### src/sv/vn_pkg.sv
package vn_pkg;

    localparam int SQRT_STAGES = 32;
    localparam int DIV_STAGES  = 31;
    localparam int PIPE_DEPTH  = 4 + SQRT_STAGES + DIV_STAGES;

    typedef struct packed {
        logic signed [31:0] comp_x;
        logic signed [31:0] comp_y;
        logic signed [31:0] comp_z;
    } vec_t;

    typedef struct packed {
        logic signed [31:0] unit_x;
        logic signed [31:0] unit_y;
        logic signed [31:0] unit_z;
        logic               zero_vector;
    } unit_t;

    typedef struct packed {
        logic [2:0][31:0] mag;
        logic [2:0]       neg;
    } side_t;

endpackage

### src/sv/vn_lane.sv
module vn_lane (
    input  logic        clk,
    input  logic [31:0] mag,
    input  logic [31:0] len,
    input  logic        neg,
    output logic [30:0] quot,
    output logic        quot_neg
);

    localparam int N = vn_pkg::DIV_STAGES;

    logic [32:0] r_w [0:N];
    logic [30:0] q_w [0:N];
    logic [31:0] l_w [0:N];
    logic        n_w [0:N];

    assign r_w[0] = {2'b00, mag[31:1]};
    assign q_w[0] = '0;
    assign l_w[0] = len;
    assign n_w[0] = neg;

    for (genvar k = 0; k < N; k++)
    begin : g_stage
        logic [33:0] cur;
        logic        ge;
        logic [32:0] r_reg;
        logic [30:0] q_reg;
        logic [31:0] l_reg;
        logic        n_reg;

        if (k == 0)
        begin : g_first
            assign cur = {r_w[k], mag[0]};
        end
        else
        begin : g_rest
            assign cur = {r_w[k], 1'b0};
        end

        assign ge = (cur >= {2'b00, l_w[k]});

        always_ff @(posedge clk)
        begin
            r_reg <= ge ? 33'(cur - {2'b00, l_w[k]}) : cur[32:0];
            q_reg <= {q_w[k][29:0], ge};
            l_reg <= l_w[k];
            n_reg <= n_w[k];
        end

        assign r_w[k+1] = r_reg;
        assign q_w[k+1] = q_reg;
        assign l_w[k+1] = l_reg;
        assign n_w[k+1] = n_reg;
    end

    assign quot     = q_w[N];
    assign quot_neg = n_w[N];

endmodule

### config.mk
export PLATFORM = sky130hd
export DESIGN_NAME = vn_lane
export DESIGN_NICKNAME = d
export VERILOG_FILES = /design/src/sv/vn_pkg.sv /design/src/sv/vn_lane.sv
export SDC_FILE = /design/constraint.sdc
export NUM_CORES = 2
export LEC_CHECK = 0
export BUFFER_PORTS_ARGS = -buffer_cell sky130_fd_sc_hd__buf_4
export CORE_AREA = 2 2 438 440
export CTS_BUF_LIST = sky130_fd_sc_hd__clkbuf_8
export DETAILED_ROUTE_END_ITERATION = 12
export DIE_AREA = 0 0 440 442
export GPL_ROUTABILITY_DRIVEN = 1
export PLACE_DENSITY = 0.87
export SLEW_MARGIN = 20
export SYNTH_ARGS = -nofsm -noshare
export SYNTH_HDL_FRONTEND = slang
export SYNTH_SLANG_ARGS = --single-unit
### constraint.sdc
create_clock -name clk -period 3.3 [get_ports clk]
set_input_delay 0.66 -clock clk [delete_from_list [all_inputs] [get_ports clk]]
set_output_delay 0.66 -clock clk [all_outputs]
set_load 0.01 [all_outputs]
==> impl_metrics.csv <==
group,metric,value,unit
run_status,status,"complete, but fails checks",
run_status,violations,"negative setup slack",
grt,antenna_found_initial,10,
worst_hold_path,hold_depth,5,
floorplanning,coreArea,190000,sq um
yosys,netlist_area,111000,sq um
critical_path,r2r_cells,17,
yosys,synth_cell_type_count,104,
clock_tree,h-tree-depth,5,
clock_tree,numCtsBuffers,397,
critical_path,cp_num_buf_inv,5,
clock_tree,cts.reportedPaths.clkPinSlew,80,ps
sta,slew_headroom,48.1,%
yosys,synth_ff_type,"dfxtp_1",
pwr,vdd_drop_max,0.000556,V
sta,rsz0062_at_grt,"true",
sta,fmax,273,MHz
yosys,synth_top_area_cell,"dfxtp_1",
routing,drt_first_pass_iters,9,
critical_path,critPathSlowestCell,"dfxtp_2",
clock_tree,cts_tree,"built",
layout,largest_reg_flops,990,
yosys,netlist.area_leader.share,44.5,%
critical_path,critical_path.max_stage_delay,370,ps
yosys,synth_edf_count,0,
yosys,synth_compound_area_share,18.1,%
grt,grt_max_degree,51,
sta,hold_violations,0,
grt,busiest_layer,"met2",
layout,area_growth,17.8,%
floorplanning,die_w,440,um
routing,post-route-drc-count,0,
floorplanning,dieHeight,442,um
pwr,p_comb_share,51.6,%
grt,grt_util_met2,52.2,%
placed_design,portBuffers,97,
pwr,power-per-cell-area,1170,nW/um^2
yosys,yosysSeqAreaShare,44.5,%
floorplanning,rows,160,
critical_path,path_delay_family,"compound AO/OA/AOI/OAI gates",
clock_tree,clock_path_buffers,4,
yosys,synthSimpleGateAreaFrac,10.8,%
grt,track_usage,29.3,%
critical_path,worstSetupPathType,"flip-flop to flip-flop",
critical_path,timing.rr.end,"g_stage[2].r_reg[29]",
worst_hold_path,min_from,"mag[2]",
yosys,synth_area_per_cell,9.30,sq um
layout,fin_util,69.3,%
pwr,p_int,92.3,mW
pwr,p_sw,60.8,mW
yosys,synth.area.mux_share,3.04,%
critical_path,critPathMaxFanout,4,
critical_path,path_cells,"inv_2 -> ha_4 -> buf_4 -> a21oi_4 -> o21ai_2 -> a31oi_1 -> o21bai_1 -> a211oi_2 -> buf_4 -> a21o_1 -> o21ai_2 -> a31oi_2 -> a21boi_2 -> o31a_2 -> inv_8 -> bufbuf_16 -> mux2_1",
sta,fin_ws,-370,ps
yosys,synth_warnings,0,
pwr,seq_power_share,30.3,%
clock_tree,worstSkewPairLatency,1120,ps
sta,min_period,3670,ps
yosys,synthXorXnorAreaFrac,6.60,%
worst_hold_path,hp-class,"primary input to flip-flop",
yosys,ys_seq_elements,2477,
yosys,synth_area_leaders,"dfxtp_1 44%, ha_1 11%, inv_1 4.2%",
clock_tree,cts_root_buffer,"clkbuf_8",
floorplanning,pin_count,98,
layout,layout_common_cells,"2431 x dfxtp_1, 1328 x inv_1, 1007 x nand2_1",
worst_hold_path,whs_endpoint,"g_stage[0].r_reg[2]",
clock_tree,clock_sinks,2477,
placed_design,gp_congestion,0.965,
sta,worstMarginPinSlew,770,ps
routing,viasPerCell,5.79,
job,maxCapViolations,0,
critical_path,r2r-start,"g_stage[1].l_reg[13]",
grt,use_met3,4.92,%
grt,grt_pass1_wl,463000,um
sta,slew_viol_final,0,
routing,drt_iter0_drc,6773,
layout,final_common_cell,"dfxtp_1",
grt,grt_pass1_vias,91800,
critical_path,startpoint_type,"flip-flop",
critical_path,cp.arrival,4610,ps
sta,fin_worst_skew,140,ps
pwr,p_total,153,mW
routing,drt-total-wl,300000,um
layout,drive_gt1_share,14.6,%
routing,ant_nets,0,
critical_path,rrSetupSlack,-370,ps
placed_design,hpwl,209000,um
layout,nets,14100,
pwr,p_clk_share,18.1,%
yosys,async_flop_share,0,%
grt,grtUsageMet1,30.1,%
sta,whs,115,ps
grt,globalRoute.totalOverflow,0,
yosys,synthAdderAreaFrac,11.7,%
critical_path,worst_ep_required_time,4240,ps
pwr,leakage,62.3,nW
pwr,switching_share,39.7,%
yosys,syn_nets,13100,
sta,post-route-period-util,111,%
critical_path,worst_setup_path_end_kind,"flip-flop",
routing,drt-wirelength-per-cell,19.0,um
floorplanning,die_area,194000,sq um
routing,vias,91600,
yosys,synthCells,12000,
floorplanning,initial_utilization,58.8,%
sta,setup_viol,231,
yosys,synth_top_family_by_area,"compound AO/OA/AOI/OAI gates",
metal layers:
layer	share of wire [%]	routed length (um)
met5	0.014	41
met4	9.2	27500
met3	6.2	18500
met2	49	146000
met1	36	107000
worst max path at each step:
| stage | start | end | slack (ps) | depth (start not counted) |
|---|---|---|---|---|
| finish | g_stage[1].l_reg[13] | g_stage[2].r_reg[29] | -370 | 17 |
| global route | g_stage[1].l_reg[16] | g_stage[2].r_reg[29] | -540 | 14 |
| CTS | g_stage[1].l_reg[13] | g_stage[2].r_reg[14] | -190 | 18 |
| detailed placement | mag[0] | g_stage[0].r_reg[28] | -750 | 16 |
| global placement | mag[0] | g_stage[0].r_reg[28] | -940 | 16 |
| floorplan | g_stage[22].l_reg[1] | g_stage[23].r_reg[10] | -0.5 | 14 |
timing repair:
| item | CTS | global route |
|---|---|---|
| endpoints found under the hold margin | 66 | 0 |
| pin swaps | 87 | 50 |
| buffers inserted | 87 | 32 |
| gates resized for setup | 243 | 140 |
| hold buffers | 65 | 0 |
| cloned | 16 | 1 |
| endpoints found under the setup margin | 399 | 817 |
metrics by stage:
| stage | setup WS (ps) | cell area (sq um) | setup TNS (ps) | cells |
|---|---|---|---|---|
| 6_report | -370 | 131000 | -22700 | 15800 |
| 5_1_grt | -539 | 131000 | -84810 | 15800 |
| 4_1_cts | -186 | 131000 | -6980 | 15800 |
| 3_5_place_dp | -753 | 119000 | -29090 | 14900 |
| 3_3_place_gp | -936 | 119000 | -10700 | 14900 |
| 2_1_floorplan | -0.529 | 111000 | -10.6 | 12000 |
area by class of cell:
cell class	instances	area, sq um
Clock inverter	198	1600
Inverter	1261	4750
Timing Repair Buffer	902	7940
Clock buffer	495	6810
Tap cell	2511	3140
Sequential cell	2477	49700
Fill cell	13100	58300
Antenna cell	8	20.0
Multi-Input combinational cell	7963	57400
power by group through the flow:
| stage | sequential, mW | clock (mW) | combinational [mW] |
|---|---|---|---|
| global route | 46.9 | 29.4 | 86.2 |
| finish | 46.4 | 27.7 | 79.0 |
| detailed placement | 46.4 | 0 | 71.6 |
| floorplan | 43.5 | 0 | 52.9 |
| CTS | 45.9 | 28.1 | 75.7 |
| global placement | 46.2 | 0 | 69.7 |
worst register-to-register path, delay by kind of cell (launching register included):
family | cells | cell delay (ps)
flops | 1 | 370
fa+ha+maj | 1 | 220
compound gates | 10 | 1800
buf+inv | 5 | 790
mux | 1 | 320
cell usage after synthesis, drive strengths merged, types with 17 or more instances:
library cell and number:
a2111oi 21, a211o 23, a211oi 57, a21boi 27
a21o 529, a21oi 862, a221o 22, a221oi 24
a31o 18, a31oi 115, a41oi 17, and2 53
and3 102, and4 27, buf 63, clkbuf 216
dfxtp 2477, fa 30, ha 991, inv 1261
mux2 280, nand2 1021, nand2b 135, nand3 197
nand4 132, nor2 507, nor2b 144, nor3 104
nor4 40, o211ai 32, o21a 113, o21ai 1010
o21bai 119, o31a 34, o31ai 57, o41ai 22
or2 42, or3 28, xnor2 461, xor2 379
cells by family after synthesis:
logic type / after synthesis
xor+xnor: 840
fa+ha+maj: 1021
flops: 2477
buf+inv: 1540
compound gates: 3237
mux: 294
simple gates: 2571
(Power assumes the default switching activity.)
